File: config.mk
export PLATFORM = sky130hd
export DESIGN_NAME = ordered_multi_index_stepper
export DESIGN_NICKNAME = d
export VERILOG_FILES = /design/src/rtl/omis_pkg.sv /design/src/rtl/ordered_multi_index_stepper.sv /design/src/rtl/omis_cmp_unit.sv /design/src/rtl/omis_ctrl.sv
export SDC_FILE = /design/constraint.sdc
export NUM_CORES = 1
export LEC_CHECK = 0
export BUFFER_PORTS_ARGS = -buffer_cell sky130_fd_sc_hd__buf_2
export CAP_MARGIN = 20
export CORE_ASPECT_RATIO = 0.8
export CORE_UTILIZATION = 53
export DETAILED_ROUTE_END_ITERATION = 12
export PLACE_DENSITY = 0.78
export SLEW_MARGIN = 20
export SYNTH_ARGS = -nofsm -noshare
export SYNTH_HDL_FRONTEND = slang
export SYNTH_SLANG_ARGS = --single-unit
export TNS_END_PERCENT = 1
File: constraint.sdc
create_clock -name clk -period 4.7 [get_ports clk]
set_input_delay 0.94 -clock clk [delete_from_list [all_inputs] [get_ports clk]]
set_output_delay 0.94 -clock clk [all_outputs]
set_load 0.02 [all_outputs]
File: src/rtl/omis_pkg.sv
`timescale 1ns / 1ps
// omis_pkg: shared codes, widths and types of the ordered multi-index stepper
// no dependencies

package omis_pkg;

  // width of one axis number in the walk order register
  localparam int unsigned OrdFieldBits = 2;
  // axis numbers are carried one bit wider so an out-of-range field can be seen
  localparam int unsigned AxisNumBits  = 3;
  // register index on the configuration port
  localparam int unsigned CfgAddrBits  = 3;

  // item kind on the input tuser
  localparam logic MODE_LOAD = 1'b0;
  localparam logic MODE_STEP = 1'b1;

  // result status codes
  typedef logic [1:0] status_t;
  localparam status_t ST_OK        = 2'd0;
  localparam status_t ST_END       = 2'd1;
  localparam status_t ST_OUTSIDE   = 2'd2;
  localparam status_t ST_BAD_ORDER = 2'd3;

  // sequencer to top: finished result
  typedef struct packed {
    logic    done;
    status_t status;
    logic    active;
  } res_t;

endpackage

File: src/rtl/ordered_multi_index_stepper.sv
`timescale 1ns / 1ps
// ordered_multi_index_stepper: mixed-radix odometer with a run-time axis order
// a load checks the axes in S_LOAD; a step walks the axes in walk order in S_STEP to the
// first one incremented, a bad field or the end; a new word is taken only in idle, after
//   S_DONE, paced by the single shared compare unit, which looks at one axis per cycle
// reset (rst_n low, synchronous): cursor zero, iterator inactive, maxima zero,
//   walk order identity (axis k visited k-th), no result pending
// depends on omis_pkg, omis_ctrl, omis_cmp_unit

module ordered_multi_index_stepper #(
  parameter int unsigned AXES       = 4,
  parameter int unsigned COORD_BITS = 16
) (
  input  logic                              clk,
  input  logic                              rst_n,
  // input stream
  input  logic                              in_tvalid,
  output logic                              in_tready,
  input  logic [((AXES*COORD_BITS+7)/8)*8-1:0] in_tdata,  // start0, start1, ... from bit 0
  input  logic                              in_tuser,   // mode
  // result stream
  output logic                              out_tvalid,
  input  logic                              out_tready,
  output logic [((AXES*COORD_BITS+7)/8)*8-1:0] out_tdata, // coord0, coord1, ... from bit 0
  output logic [2:0]                        out_tuser,  // status [1:0], active [2]
  // configuration writes
  input  logic                              cfg_valid,
  output logic                              cfg_ready,
  input  logic [omis_pkg::CfgAddrBits-1:0]  cfg_addr,
  input  logic [((COORD_BITS > 2*AXES) ? COORD_BITS : 2*AXES)-1:0] cfg_data
);

  localparam int unsigned TdW  = ((AXES*COORD_BITS+7)/8)*8;
  localparam int unsigned CrdW = AXES*COORD_BITS;
  localparam int unsigned OrdW = AXES*omis_pkg::OrdFieldBits;
  localparam int unsigned AxW  = (AXES > 1) ? $clog2(AXES) : 1;
  localparam int unsigned CaW  = omis_pkg::CfgAddrBits;

  // identity order: field k holds axis k
  function automatic logic [OrdW-1:0] ord_reset();
    logic [OrdW-1:0] r;
    r = '0;
    for (int k = 0; k < AXES; k++) begin
      r[k*omis_pkg::OrdFieldBits +: omis_pkg::OrdFieldBits] = k[omis_pkg::OrdFieldBits-1:0];
    end
    return r;
  endfunction

  logic [CrdW-1:0]       axis_max_r;
  logic [OrdW-1:0]       walk_order_r;
  logic                  out_valid_r;
  logic [CrdW-1:0]       out_coords_r;
  omis_pkg::status_t     out_status_r;
  logic                  out_active_r;

  logic                  go;
  logic                  out_free;
  omis_pkg::res_t        res;
  logic [CrdW-1:0]       coords;

  // configuration registers, always writable
  assign cfg_ready = 1'b1;

  always_ff @(posedge clk) begin
    if (!rst_n) begin
      axis_max_r   <= '0;
      walk_order_r <= ord_reset();
    end else if (cfg_valid) begin
      if (cfg_addr < CaW'(AXES)) begin
        axis_max_r[cfg_addr[AxW-1:0]*COORD_BITS +: COORD_BITS] <= cfg_data[COORD_BITS-1:0];
      end else if (cfg_addr == CaW'(AXES)) begin
        walk_order_r <= cfg_data[OrdW-1:0];
      end
    end
  end

  assign go       = in_tvalid & in_tready;
  // result register can take a new word when empty or being drained
  assign out_free = !out_valid_r || out_tready;

  omis_ctrl #(
    .AXES      (AXES),
    .COORD_BITS(COORD_BITS)
  ) u_ctrl (
    .clk       (clk),
    .rst_n     (rst_n),
    .go        (go),
    .mode      (in_tuser),
    .start     (in_tdata[CrdW-1:0]),
    .axis_max  (axis_max_r),
    .walk_order(walk_order_r),
    .out_free  (out_free),
    .ready     (in_tready),
    .res       (res),
    .coords    (coords)
  );

  // output register decouples the sequencer from the result consumer
  always_ff @(posedge clk) begin
    if (!rst_n) begin
      out_valid_r <= 1'b0;
    end else if (res.done && out_free) begin
      out_valid_r <= 1'b1;
    end else if (out_tready) begin
      out_valid_r <= 1'b0;
    end
  end

  always_ff @(posedge clk) begin
    if (res.done && out_free) begin
      out_coords_r <= coords;
      out_status_r <= res.status;
      out_active_r <= res.active;
    end
  end

  assign out_tvalid = out_valid_r;
  assign out_tdata  = TdW'(out_coords_r);
  assign out_tuser  = {out_active_r, out_status_r};

endmodule

File: src/rtl/omis_cmp_unit.sv
`timescale 1ns / 1ps
// omis_cmp_unit: the shared compare and increment unit
// no dependencies; used by omis_ctrl for both the load check and the step walk

module omis_cmp_unit #(
  parameter int unsigned COORD_BITS = 16
) (
  input  logic [COORD_BITS-1:0] a,
  input  logic [COORD_BITS-1:0] b,
  output logic                  eq,
  output logic                  gt,
  output logic [COORD_BITS-1:0] inc
);

  assign eq  = (a == b);
  assign gt  = (a > b);
  assign inc = a + COORD_BITS'(1);

endmodule

File: src/rtl/omis_ctrl.sv
`timescale 1ns / 1ps
// omis_ctrl: sequencer, cursor and running flag, one axis per cycle
// depends on omis_pkg and omis_cmp_unit

module omis_ctrl #(
  parameter int unsigned AXES       = 4,
  parameter int unsigned COORD_BITS = 16
) (
  input  logic                              clk,
  input  logic                              rst_n,
  input  logic                              go,
  input  logic                              mode,
  input  logic [AXES*COORD_BITS-1:0]        start,
  input  logic [AXES*COORD_BITS-1:0]        axis_max,
  input  logic [AXES*omis_pkg::OrdFieldBits-1:0] walk_order,
  input  logic                              out_free,
  output logic                              ready,
  output omis_pkg::res_t                    res,
  output logic [AXES*COORD_BITS-1:0]        coords
);

  localparam int unsigned AxW = (AXES > 1) ? $clog2(AXES) : 1;
  localparam int unsigned OFB = omis_pkg::OrdFieldBits;
  localparam int unsigned ANW = omis_pkg::AxisNumBits;
  localparam logic [AxW-1:0] KLast = AxW'(AXES - 1);

  localparam logic [1:0] S_IDLE = 2'd0;
  localparam logic [1:0] S_LOAD = 2'd1;
  localparam logic [1:0] S_STEP = 2'd2;
  localparam logic [1:0] S_DONE = 2'd3;

  logic [1:0]                  state_r, state_nxt;
  logic [AxW-1:0]              k_r, k_nxt;
  logic [AXES*COORD_BITS-1:0]  start_r, start_nxt;
  logic [COORD_BITS-1:0]       cursor_r [AXES];
  logic [COORD_BITS-1:0]       cursor_nxt [AXES];
  logic                        running_r, running_nxt;
  omis_pkg::status_t           status_r, status_nxt;

  logic [ANW-1:0]              ax_num;
  logic                        ax_ok;
  logic [AxW-1:0]              ax_idx;
  logic                        perm_ok;
  logic [COORD_BITS-1:0]       op_a, op_b, op_inc;
  logic                        op_eq, op_gt;

  // axis visited at walk position k
  assign ax_num = ANW'(walk_order[k_r*OFB +: OFB]);
  assign ax_ok  = (ax_num < ANW'(AXES));
  assign ax_idx = ax_num[AxW-1:0];

  // every axis number must appear among the walk fields
  always_comb begin
    logic found;
    perm_ok = 1'b1;
    for (int n = 0; n < AXES; n++) begin
      found = 1'b0;
      for (int f = 0; f < AXES; f++) begin
        if (ANW'(walk_order[f*OFB +: OFB]) == ANW'(n)) begin
          found = 1'b1;
        end
      end
      perm_ok = perm_ok & found;
    end
  end

  // operand select for the shared unit
  always_comb begin
    if (state_r == S_LOAD) begin
      op_a = start_r[k_r*COORD_BITS +: COORD_BITS];
      op_b = axis_max[k_r*COORD_BITS +: COORD_BITS];
    end else begin
      op_a = ax_ok ? cursor_r[ax_idx] : '0;
      op_b = ax_ok ? axis_max[ax_idx*COORD_BITS +: COORD_BITS] : '0;
    end
  end

  omis_cmp_unit #(.COORD_BITS(COORD_BITS)) u_cmp (
    .a  (op_a),
    .b  (op_b),
    .eq (op_eq),
    .gt (op_gt),
    .inc(op_inc)
  );

  always_comb begin
    state_nxt   = state_r;
    k_nxt       = k_r;
    start_nxt   = start_r;
    cursor_nxt  = cursor_r;
    running_nxt = running_r;
    status_nxt  = status_r;
    case (state_r)
      S_IDLE: begin
        if (go) begin
          k_nxt = '0;
          if (mode == omis_pkg::MODE_LOAD) begin
            start_nxt = start;
            state_nxt = S_LOAD;
          end else if (!running_r) begin
            status_nxt = omis_pkg::ST_END;
            state_nxt  = S_DONE;
          end else begin
            state_nxt = S_STEP;
          end
        end
      end
      S_LOAD: begin
        if (op_gt) begin
          status_nxt  = omis_pkg::ST_OUTSIDE;
          running_nxt = 1'b0;
          state_nxt   = S_DONE;
        end else if (k_r == KLast) begin
          if (!perm_ok) begin
            status_nxt  = omis_pkg::ST_BAD_ORDER;
            running_nxt = 1'b0;
          end else begin
            for (int a = 0; a < AXES; a++) begin
              cursor_nxt[a] = start_r[a*COORD_BITS +: COORD_BITS];
            end
            status_nxt  = omis_pkg::ST_OK;
            running_nxt = 1'b1;
          end
          state_nxt = S_DONE;
        end else begin
          k_nxt = k_r + AxW'(1);
        end
      end
      S_STEP: begin
        if (!ax_ok) begin
          // bad field: earlier wraps stay, running untouched
          status_nxt = omis_pkg::ST_BAD_ORDER;
          state_nxt  = S_DONE;
        end else if (op_eq) begin
          cursor_nxt[ax_idx] = '0;
          if (k_r == KLast) begin
            status_nxt  = omis_pkg::ST_END;
            running_nxt = 1'b0;
            state_nxt   = S_DONE;
          end else begin
            k_nxt = k_r + AxW'(1);
          end
        end else if (op_gt) begin
          // maximum lowered under the cursor
          status_nxt  = omis_pkg::ST_END;
          running_nxt = 1'b0;
          state_nxt   = S_DONE;
        end else begin
          cursor_nxt[ax_idx] = op_inc;
          status_nxt         = omis_pkg::ST_OK;
          state_nxt          = S_DONE;
        end
      end
      S_DONE: begin
        if (out_free) begin
          state_nxt = S_IDLE;
        end
      end
      default: begin
        state_nxt = S_IDLE;
      end
    endcase
  end

  always_ff @(posedge clk) begin
    if (!rst_n) begin
      state_r   <= S_IDLE;
      k_r       <= '0;
      running_r <= 1'b0;
      status_r  <= omis_pkg::ST_OK;
      for (int a = 0; a < AXES; a++) begin
        cursor_r[a] <= '0;
      end
    end else begin
      state_r   <= state_nxt;
      k_r       <= k_nxt;
      running_r <= running_nxt;
      status_r  <= status_nxt;
      cursor_r  <= cursor_nxt;
    end
  end

  always_ff @(posedge clk) begin
    start_r <= start_nxt;
  end

  assign ready      = (state_r == S_IDLE);
  assign res.done   = (state_r == S_DONE);
  assign res.status = status_r;
  assign res.active = running_r;

  always_comb begin
    for (int a = 0; a < AXES; a++) begin
      coords[a*COORD_BITS +: COORD_BITS] = cursor_r[a];
    end
  end

endmodule

=== Word level (Yosys, flattened, before mapping) ===
Cells that the tools add are included.

* Register bits: 275
* Logic and storage cells: 160

* Magnitude comparators: 5
* Bitwise logic cells: 9
* Shift-type cells: 6
* Add/subtract/negate cells: 3
* Reduce and logical (&&, ||, !) cells: 20
* Multiplexer cells: 70
* Eq/ne operators: 32

{| class="wikitable"
|+ Operator list
! operator !! number
|-
| two-way mux 64 bit || 6
|-
| variable part select 64 x 7 -> 16 bit || 3
|-
| bitwise mux 64 bit || 2
|-
| one-hot mux 64 bit (2 select lines) || 1
|-
| two-way mux 16 bit || 7
|-
| AND 64 bit || 1
|-
| inverter 64 bit || 1
|-
| variable shift 16 x 34 -> 64 bit, first input constant || 1
|-
| variable part select 16 x 34 -> 64 bit || 1
|-
| two-way mux 2 bit || 21
|-
| negator 6 -> 34 bit || 1
|-
| binary-select mux 16 bit (select 2 bit) || 1
|-
| demux 16 bit (select 2 bit) || 1
|-
| two-way mux 1 bit || 27
|-
| equality test 2 bit, second input constant || 11
|-
| adder 16 x 1 -> 16 bit, second input constant || 1
|-
| equality test 16 bit || 1
|-
| greater-than comparator 16 bit || 1
|-
| one-hot mux 2 bit (3 select lines) || 2
|-
| AND reduction 6 bit || 2
|-
| equality test 2 x 1 -> 1 bit, second input constant || 5
|-
| logical NOT 2 bit || 5
|-
| inequality test 2 x 1 -> 1 bit, second input constant || 5
|-
| AND reduction 5 bit || 2
|-
| 24 further kinds || 36
|}

=== Logic depth before layout (Yosys ltp) ===
Gate-level depths: netlist of the first run.

* Depth in word-level cells: 13
* Depth in mapped cells: 20
* Depth with buffers taken out: 15

=== Hierarchy ===
From an unflattened synthesis of the first run, not the netlist that was laid out.

* Cells, all modules: 1,107
* Area, all modules: 13,790.7 µm²

{| class="wikitable"
|+ Modules (own cells, without submodules)
! module !! cells each !! sequential area each (µm²) !! area each (µm²) !! instances
|-
| omis_ctrl || 713 || 3,343.2 || 8,493.1 || 1
|-
| ordered_multi_index_stepper || 300 || 3,473.3 || 4,635.7 || 1
|-
| omis_cmp_unit || 94 || 0.0 || 661.9 || 1
|}

=== Worst setup path after synthesis of the first run ===
Ideal clock, no wire load.

* Kind: register to register
* From: register u_ctrl.k_r[0]
* To: register u_ctrl.cursor_r, in the netlist u_ctrl.coords[23]
* Arrival time: 4.894 ns
* Clock period less this slack: 5.031 ns
* Buffers on the path: 8
* Required time: 4.564 ns
* Library setup time: 0.136 ns
* Slack: -0.331 ns
* Stages on the path, launching flop included: 20
* Path through: dfxtp_1 > buf_6 > mux4_2 > buf_6 > buf_2 > buf_2 > buf_1 > mux4_2 > mux2i_1 > ha_1 > and4_1 > nor2b_1 > nand2_1 > nor3_1 > clkbuf_1 > o22a_1 > clkbuf_1 > buf_1 > mux2i_1 > a211oi_1

* Word-level cells in the longest chain between the ends: 13
* Elaborated cells between the ends (all ways): 34
* Classes of those cells: 1 x add/sub; 4 x order compare; 6 x eq/ne; 4 x shift; 14 x mux; 3 x bitwise; 2 x reduce/logical

{| class="wikitable"
|+ RTL lines
! item !! line !! source
|-
| start: declaration || omis_ctrl.sv:33 || <nowiki>logic [AxW-1:0] k_r, k_nxt;</nowiki>
|-
| start signal: assignment || omis_ctrl.sv:176 || <nowiki>k_r <= k_nxt;</nowiki>
|-
| variable part select 8 x 4 -> 2 bit || omis_ctrl.sv:48 || <nowiki>assign ax_num = ANW'(walk_order[k_r*OFB +: OFB]);</nowiki>
|-
| inverter 2 -> 3 bit (not written as such) || omis_ctrl.sv:73, omis_ctrl.sv:135, omis_ctrl.sv:149 ||
|-
| binary-select mux 16 bit (select 2 bit) || omis_ctrl.sv:73 || <nowiki>op_a = ax_ok ? cursor_r[ax_idx] : '0;</nowiki>
|-
| two-way mux 16 bit (not written as such) (2 in a row) || omis_ctrl.sv:73 ||
|-
| two-way mux 16 bit || omis_ctrl.sv:73 ||
|-
| two-way mux 16 bit || omis_ctrl.sv:69 || <nowiki>if (state_r == S_LOAD) begin</nowiki>
|-
| adder 16 x 1 -> 16 bit || omis_cmp_unit.sv:17 || <nowiki>assign inc = a + COORD_BITS'(1);</nowiki>
|-
| bitwise mux 64 bit || omis_ctrl.sv:149 || <nowiki>cursor_nxt[ax_idx] = op_inc;</nowiki>
|-
| two-way mux 64 bit || omis_ctrl.sv:143 || <nowiki>end else if (op_gt) begin</nowiki>
|-
| two-way mux 64 bit || omis_ctrl.sv:134 || <nowiki>end else if (op_eq) begin</nowiki>
|-
| two-way mux 64 bit || omis_ctrl.sv:130 || <nowiki>if (!ax_ok) begin</nowiki>
|-
| one-hot mux 64 bit (2 select lines) || omis_ctrl.sv:93 || <nowiki>case (state_r)</nowiki>
|-
| end signal: assignment || omis_ctrl.sv:179 || <nowiki>cursor_r <= cursor_nxt;</nowiki>
|-
| end: declaration || omis_ctrl.sv:35 || <nowiki>logic [COORD_BITS-1:0] cursor_r [AXES];</nowiki>
|}

Parallel ways exist; a longest one is shown, timed or not. The select of a mux whose other input is x is not followed.
A chain may end at the register's enable or synchronous reset.

=== Worst setup path in the final report of the first run ===
* From: register u_ctrl.k_r[0]
* To: register u_ctrl.cursor_r, in the netlist u_ctrl.coords[57]

The elaborated chain is that of the path after synthesis.

==> flow_metrics.tcl, run 1 <==
set metrics [dict create \
    synth_nets 1327 \
    ios 159 \
    synth_area_per_cell_sq_um 11.1 \
    hp-class "reg -> reg" \
    synth-edff-count 131 \
    leakagePower_nw 5.65 \
    coreArea_sq_um 24700 \
    area_growth_pct 17.0 \
    postCtsSetupBuffers 0 \
    use_met3_pct 8.03 \
    ctsHtreeMaxLevel 1 \
    drt.antenna.violating_nets 0 \
    num_vias 11504 \
    p_per_area_nw_per_um2 658 \
    slew_violations 0 \
    tns_ns 0 \
    num_rows 51 \
    critPathKind "reg -> reg" \
    antenna_found_initial 1 \
    place_congestion 1.06 \
    setup_viol 0 \
    final_layout_size_suffix_gt1_share_pct 26.2 \
    drt_iter0_markers 1580 \
    tightest_slew_ns 1.13 \
    postSynthCellCount 1211 \
    dp_hpwl_mm 27.8 \
    whs_ns 0.441 \
    grt_pass1_wl_mm 62.8 \
    diodes 0 \
    post_synth_num_cell_types 83 \
    initial_core_util_pct 54.6 \
    crit_required_ns 5.16 \
    cp_max_fo 16 \
    crit_path_end_kind "register" \
    cap_violations 0 \
    clkLatencyLatePin_ns 0.55 \
    max_freq_mhz 214 \
    ys_seq_elements 275 \
    drc 0 \
    async_flop_share_pct 0 \
    finalHoldViolCount 0 \
    grt_usage_pct 31.2 \
    slew_headroom_pct 24.1 \
    met2_usage_pct 45.9 \
    die_h_um 145 \
    use_met1_pct 44.5 \
    fillerInstances 1896 \
    post-route-period-util_pct 99.2 \
    synth_area_sq_um 13500 \
    ir_worst_vdd_mv 0.436 \
    clkSlewWorstSetupHoldPaths_ns 0.07 \
    fin_crit_ns 4.66 \
    final_nets 1476 \
    grt_pass1_vias 10830 \
    post-route-util_pct 63.9 \
    grt_busiest_layer "met2" \
    grt_max_degree 80 \
    synth_seq_area_share_pct 50.5 \
    dieWidth_um 180 \
    finalWirelength_mm 40.7 \
    final.setup_skew_ns 0.0110 \
    status "finished clean" \
    gr-total-overflow 0 \
    dpl_cell_area_sq_um 14800 \
    synth-main-ff-cell "dfxtp_1" \
    cts.sinks 275 \
    arrival_ns 5.12 \
    stdcell_area_sq_um 15800 \
    rsz0062_at_grt "yes" \
    port-buffer-count 157 \
    wl_per_cell_um 23.9 \
    ctsRootBufferMaster "clkbuf_16" \
    cts_buffers 28 \
    viasPerCell 6.77 \
    dieArea_sq_um 26100 \
    drt_pass1_iterations 6 \
    cts_buffer_depth 3 \
    ys_warn_count 0 \
    cts_tree "yes" \
    holdBufCountCts 0 \
    cp-start-kind "register" \
]
## timing repair
item,4_1_cts,5_1_grt
pin swaps,0,0
hold endpoints to repair,0,0
resized for setup,1,7
cloned,0,0
setup endpoints to repair,13,56
## flip-flops by register name (all words and copies together), names as in the netlist
register	cells
u_ctrl.running_r	1
out_status_r	2
u_ctrl.coords	64
walk_order_r	8
out_active_r	1
out_tdata	64
out_tvalid	1
u_ctrl.status_r	2
axis_max_r	64
u_ctrl.k_r	2
u_ctrl.start_r	64
u_ctrl.state_r	2
## metrics by stage
step	cells	total power (W)	setup WS, ns
2_1_floorplan	1211	0.00639	-0.0371
3_3_place_gp	1647	0.00789	0.0216
3_5_place_dp	1647	0.00800	-0.0330
4_1_cts	1699	0.0102	0.0548
5_1_grt	1700	0.0108	-0.103
6_report	1700	0.0104	0.0370
## power breakdown
group	internal (W)	switching, W
logic	0.00177	0.00303
clock network	0.00123	0.000959
registers	0.00301	0.000396
## cell type report
cell class,instances,area [sq um],area share (%)
inverters,13,48.8,0.309
multi-input cells,826,6320,40.0
well taps,318,398,2.52
flip-flops and latches,275,6820,43.2
repair buffers,216,1290,8.18
clock inverters,19,145,0.919
clock buffers,33,764,4.84
## path summary, 6_finish.rpt
path,start,endpoint,slack [ns],depth (start not counted)
min reg2reg,u_ctrl.status_r[1]$_SDFFE_PN0P_,out_status_r[1]$_DFFE_PP_,0.44,0
max,u_ctrl.k_r[0]$_SDFFE_PN0P_,u_ctrl.coords[57]$_SDFFE_PN0P_,0.04,15
max reg2reg,u_ctrl.k_r[0]$_SDFFE_PN0P_,u_ctrl.coords[57]$_SDFFE_PN0P_,0.04,15
min,u_ctrl.status_r[1]$_SDFFE_PN0P_,out_status_r[1]$_DFFE_PP_,0.44,0
## placed cells by master, fill, tap and decap left out, drive strengths merged, types with 4 or more instances in the layout
cell | Yosys | final
or2 | 12 | 12
a21oi | 47 | 47
dfxtp | 144 | 144
nor4 | 7 | 7
buf | 21 | 216
mux2i | 39 | 39
nor2b | 20 | 20
a32o | 6 | 6
o41ai | 6 | 6
inv | 13 | 15
xnor2 | 6 | 6
clkinv | 0 | 14
a21o | 6 | 6
a311oi | 4 | 4
mux4 | 53 | 53
nand3 | 38 | 38
xor2 | 7 | 7
a221oi | 28 | 28
a22oi | 77 | 77
clkbuf | 76 | 33
nand2 | 108 | 108
ha | 27 | 27
o221ai | 12 | 12
nand4 | 7 | 7
o31ai | 22 | 22
a211oi | 9 | 9
nand2b | 7 | 7
nor3 | 13 | 13
and3 | 5 | 5
o21ai | 42 | 42
edfxtp | 131 | 131
nor2 | 113 | 113
o211ai | 30 | 30
o22ai | 8 | 8
or3 | 9 | 9
a221o | 7 | 7
## critical path, cell delays in order (launching register included)
cell,delay (ns)
dfxtp_2,0.42
mux4_2,0.60
buf_4,0.29
mux4_2,0.45
mux2i_1,0.19
ha_1,0.28
nor2b_1,0.14
o21a_1,0.16
o21ai_0,0.27
a211oi_1,0.21
o41ai_1,0.41
a21oi_1,0.15
buf_4,0.17
nor2_1,0.48
nand3_1,0.14
o221ai_1,0.21
## cells by family (layout without fill, tap and decap cells)
| logic type | count (synthesis) | after routing | share of synthesized area (%) |
|---|---|---|---|
| XOR/XNOR | 13 | 13 | 0.844 |
| adder cells (fa/ha/maj) | 27 | 27 | 2.50 |
| buffers and inverters | 110 | 281 | 3.34 |
| flip-flops | 275 | 275 | 50.5 |
| multiplexers | 95 | 95 | 12.0 |
| other | 1 | 1 | 0.0278 |
| AND/OR/NAND/NOR | 355 | 355 | 12.3 |
| AO/OA/AOI/OAI | 335 | 335 | 18.5 |
## cells in the mapped netlist (all sizes together) (4+ instances only)
master	n	area, sq um
o211ai	30	225
a221o	7	70.1
a32o	6	60.1
o21ai	42	214
a21o	6	45.0
o31ai	22	193
nor2	113	427
or2	12	75.1
a22oi	77	578
or3	9	56.3
xnor2	6	52.6
o41ai	6	52.6
nor4	7	50.1
a221oi	28	287
o221ai	12	118
nand2	108	405
ha	27	338
nand3	38	190
a311oi	4	35.0
mux4	53	1190
edfxtp	131	3930
buf	21	114
xor2	7	61.3
a211oi	9	67.6
inv	13	48.8
mux2i	39	390
nand2b	7	43.8
o22ai	8	50.1
clkbuf	76	288
nor2b	20	125
nand4	7	50.1
nor3	13	70.1
dfxtp	144	2880
and3	5	31.3
a21oi	47	235
## layer usage
metal,routed length (um),vias up
li1,-,5008
met1,17000,5568
met5,11,-
met3,5060,124
met4,1340,2
met2,17200,802
No activity file was read; power rests on OpenSTA's default activity.
==> run 2: changes to the inputs <==
Settings changed: SYNTH_HIERARCHICAL set to 1.
==> flow_metrics.tcl, run 2 <==
set metrics [dict create \
    viasPerCell 6.73 \
    final_layout_size_suffix_gt1_share_pct 33.0 \
    clkSlewWorstSetupHoldPaths_ns 0.07 \
    slew_headroom_pct 28.2 \
    status "finished clean" \
    final_common_cell "buf_2" \
    cts.sinks 275 \
    max_freq_mhz 218 \
    synth.most_common_cell "dfxtp_1" \
    synth_compound_area_share_pct 18.0 \
    die_h_um 146 \
    synth_top_area_share_pct 28.5 \
    ctsHtreeMaxLevel 1 \
    drc 0 \
    ctsRootBufferMaster "clkbuf_16" \
    ff_latch_area_sq_um 6820 \
    layout_common_cells "157 x buf_2, 142 x dfxtp_1, 131 x edfxtp_1, 85 x nand2_1, 66 x mux4_2" \
    synth_top_family_by_area "compound AO/OA/AOI/OAI gates" \
    synth.largest_area_cell "edfxtp_1" \
    drt_iter0_markers 1587 \
    synth_seq_area_share_pct 49.4 \
    stdcell_area_sq_um 16000 \
    ys_seq_elements 275 \
    grt_usage_pct 30.2 \
    post-place-ws_ns -0.172 \
    cp-start-kind "register" \
    drt.antenna.violating_nets 0 \
    post-route-period-util_pct 97.8 \
    async_flop_share_pct 0 \
    crit_path_end_kind "register" \
    initial_core_util_pct 54.2 \
    cap_violations 0 \
    synth-main-ff-cell "dfxtp_1" \
    drt_pass1_iterations 9 \
    m1WireLength_mm 16.8 \
    tightest_slew_ns 1.07 \
    critPathKind "reg -> reg" \
    fin_crit_ns 4.60 \
    p_per_area_nw_per_um2 571 \
    synth_common_cells "144 x dfxtp_1, 131 x edfxtp_1, 85 x nand2_1" \
    dpl_cell_area_sq_um 15000 \
    fillerInstances 1946 \
    synth-xor-area-share_pct 0.889 \
    slew_violations 0 \
    cts_buffer_depth 3 \
    cp_max_fo 23 \
    leakagePower_nw 5.92 \
    wl_met3_mm 6.04 \
    synth_nets 1223 \
    clkLatencyLatePin_ns 0.54 \
    setup_viol 0 \
    grt_pass1_wl_mm 61.1 \
    cts_buffers 27 \
    cts_tree "yes" \
    tns_ns 0 \
    place_congestion 0.986 \
    synth_fa_ha_area_share_pct 2.45 \
    holdBufCountCts 0 \
    ios 159 \
    synth_area_sq_um 13800 \
    grt_pass1_vias 10044 \
    synth.area.top_cells "edfxtp_1 29%, dfxtp_1 21%, mux4_2 11%, a221oi_1 4.1%, a211oi_2 2.7%" \
    finalHoldViolCount 0 \
    gr-total-overflow 0 \
    port-buffer-count 157 \
    antenna_found_initial 3 \
    hp-class "reg -> reg" \
    multiInputGateArea_sq_um 6390 \
    whs_ns 0.482 \
    grt_max_degree 79 \
    yosys.area_share.simple_pct 9.44 \
    post_synth_num_cell_types 65 \
    dp_hpwl_mm 28.7 \
    num_rows 52 \
    final_nets 1366 \
    area_growth_pct 16.2 \
    route.met2.wl_mm 16.9 \
    synth.area.mux_share_pct 15.2 \
    num_vias 10903 \
    crit_required_ns 5.14 \
    synth_area_per_cell_sq_um 12.5 \
    synth-edff-count 131 \
    dieArea_sq_um 26700 \
    coreArea_sq_um 25400 \
    final.setup_skew_ns 0.0106 \
    arrival_ns 5.04 \
    setup_ws_ns 0.103 \
    wl_per_cell_um 25.3 \
    routed.top_layer "met5" \
    ys_warn_count 6 \
    diodes 0 \
    finalWirelength_mm 41.0 \
    p_total_w 0.00916 \
    ir_worst_vdd_mv 0.446 \
    postSynthCellCount 1107 \
    dieWidth_um 182 \
]
[run 2: cell types whose count changed in the layout (fill, tap and decap cells not counted), moves of 31 or more]
cell / previous run / this run
o21ai_0: 36 / 5
a22oi_1: 77 / 1
and3_1: 4 / 53
nand3_1: 38 / 7
nor2_1: 109 / 28
a22o_1: 0 / 32
a221oi_1: 25 / 62
a31oi_1: 3 / 51
[run 2: final timing paths]
| check | start | to | slack, ns | cells after the start |
|---|---|---|---|---|
| worst min register to register | u_ctrl/status_r[0]$_SDFFE_PN0P_ | out_status_r[0]$_DFFE_PP_ | 0.48 | 0 |
| worst max register to register | u_ctrl/k_r[1]$_SDFFE_PN0P_ | u_ctrl/coords[53]$_SDFFE_PN0P_ | 0.10 | 15 |
| worst min-delay path | u_ctrl/status_r[0]$_SDFFE_PN0P_ | out_status_r[0]$_DFFE_PP_ | 0.48 | 0 |
| worst max-delay path | u_ctrl/k_r[1]$_SDFFE_PN0P_ | u_ctrl/coords[53]$_SDFFE_PN0P_ | 0.10 | 15 |
[run 2: cell type report]
type                    instances  share of cell area, %
repair buffers                216                   8.16
multi-input cells             702                   39.9
clock inverters                15                   1.34
well taps                     351                   2.74
flip-flops and latches        275                   42.6
inverters                      28                  0.679
clock buffers                  34                   4.65
[run 2: what timing repair did]
| action | in CTS | in global routing |
|---|---|---|
| buffers inserted | 1 | 4 |
| setup endpoints to repair | 64 | 66 |
| gates cloned | 0 | 0 |
| gates resized for setup | 2 | 5 |
| pin swaps | 2 | 4 |
[run 2: where the power goes]
| group | switching (W) | total (W) | internal (W) |
|---|---|---|---|
| registers | 0.000413 | 0.00334 | 0.00293 |
| logic | 0.00202 | 0.00348 | 0.00146 |
| clock network | 0.000933 | 0.00233 | 0.00140 |
[run 2: cells by family after synthesis]
logic type / after synthesis
adder cells (fa/ha/maj): 27
buffers and inverters: 130
multiplexers: 123
AND/OR/NAND/NOR: 235
other: 1
XOR/XNOR: 14
AO/OA/AOI/OAI: 302
flip-flops: 275
[run 2: metal layers]
metal | vias to the layer above | track usage [%]
met5 | - | 0
met4 | 4 | 8.19
met3 | 112 | 12.5
met2 | 780 | 41.8
met1 | 5302 | 43.3
li1 | 4705 | -
[run 2: critical path, stage by stage (launching register included)]
cell and delay [ns]:
dfxtp_2 0.37, mux4_2 0.56, buf_12 0.20, mux4_2 0.43, mux2_2 0.33, ha_1 0.33
nand4_1 0.13, nor4_2 0.33, and4_1 0.28, buf_4 0.16, clkinvlp_4 0.17, a211o_1 0.36
o31ai_4 0.09, buf_4 0.17, o211ai_4 0.26, mux2i_1 0.32
[run 2: metrics by stage]
stage / util, % / instances
2_1_floorplan: - / 1107
3_3_place_gp: 58.9 / 1567
3_5_place_dp: 58.9 / 1567
4_1_cts: 62.8 / 1617
5_1_grt: 63.0 / 1621
6_report: 63.0 / 1621
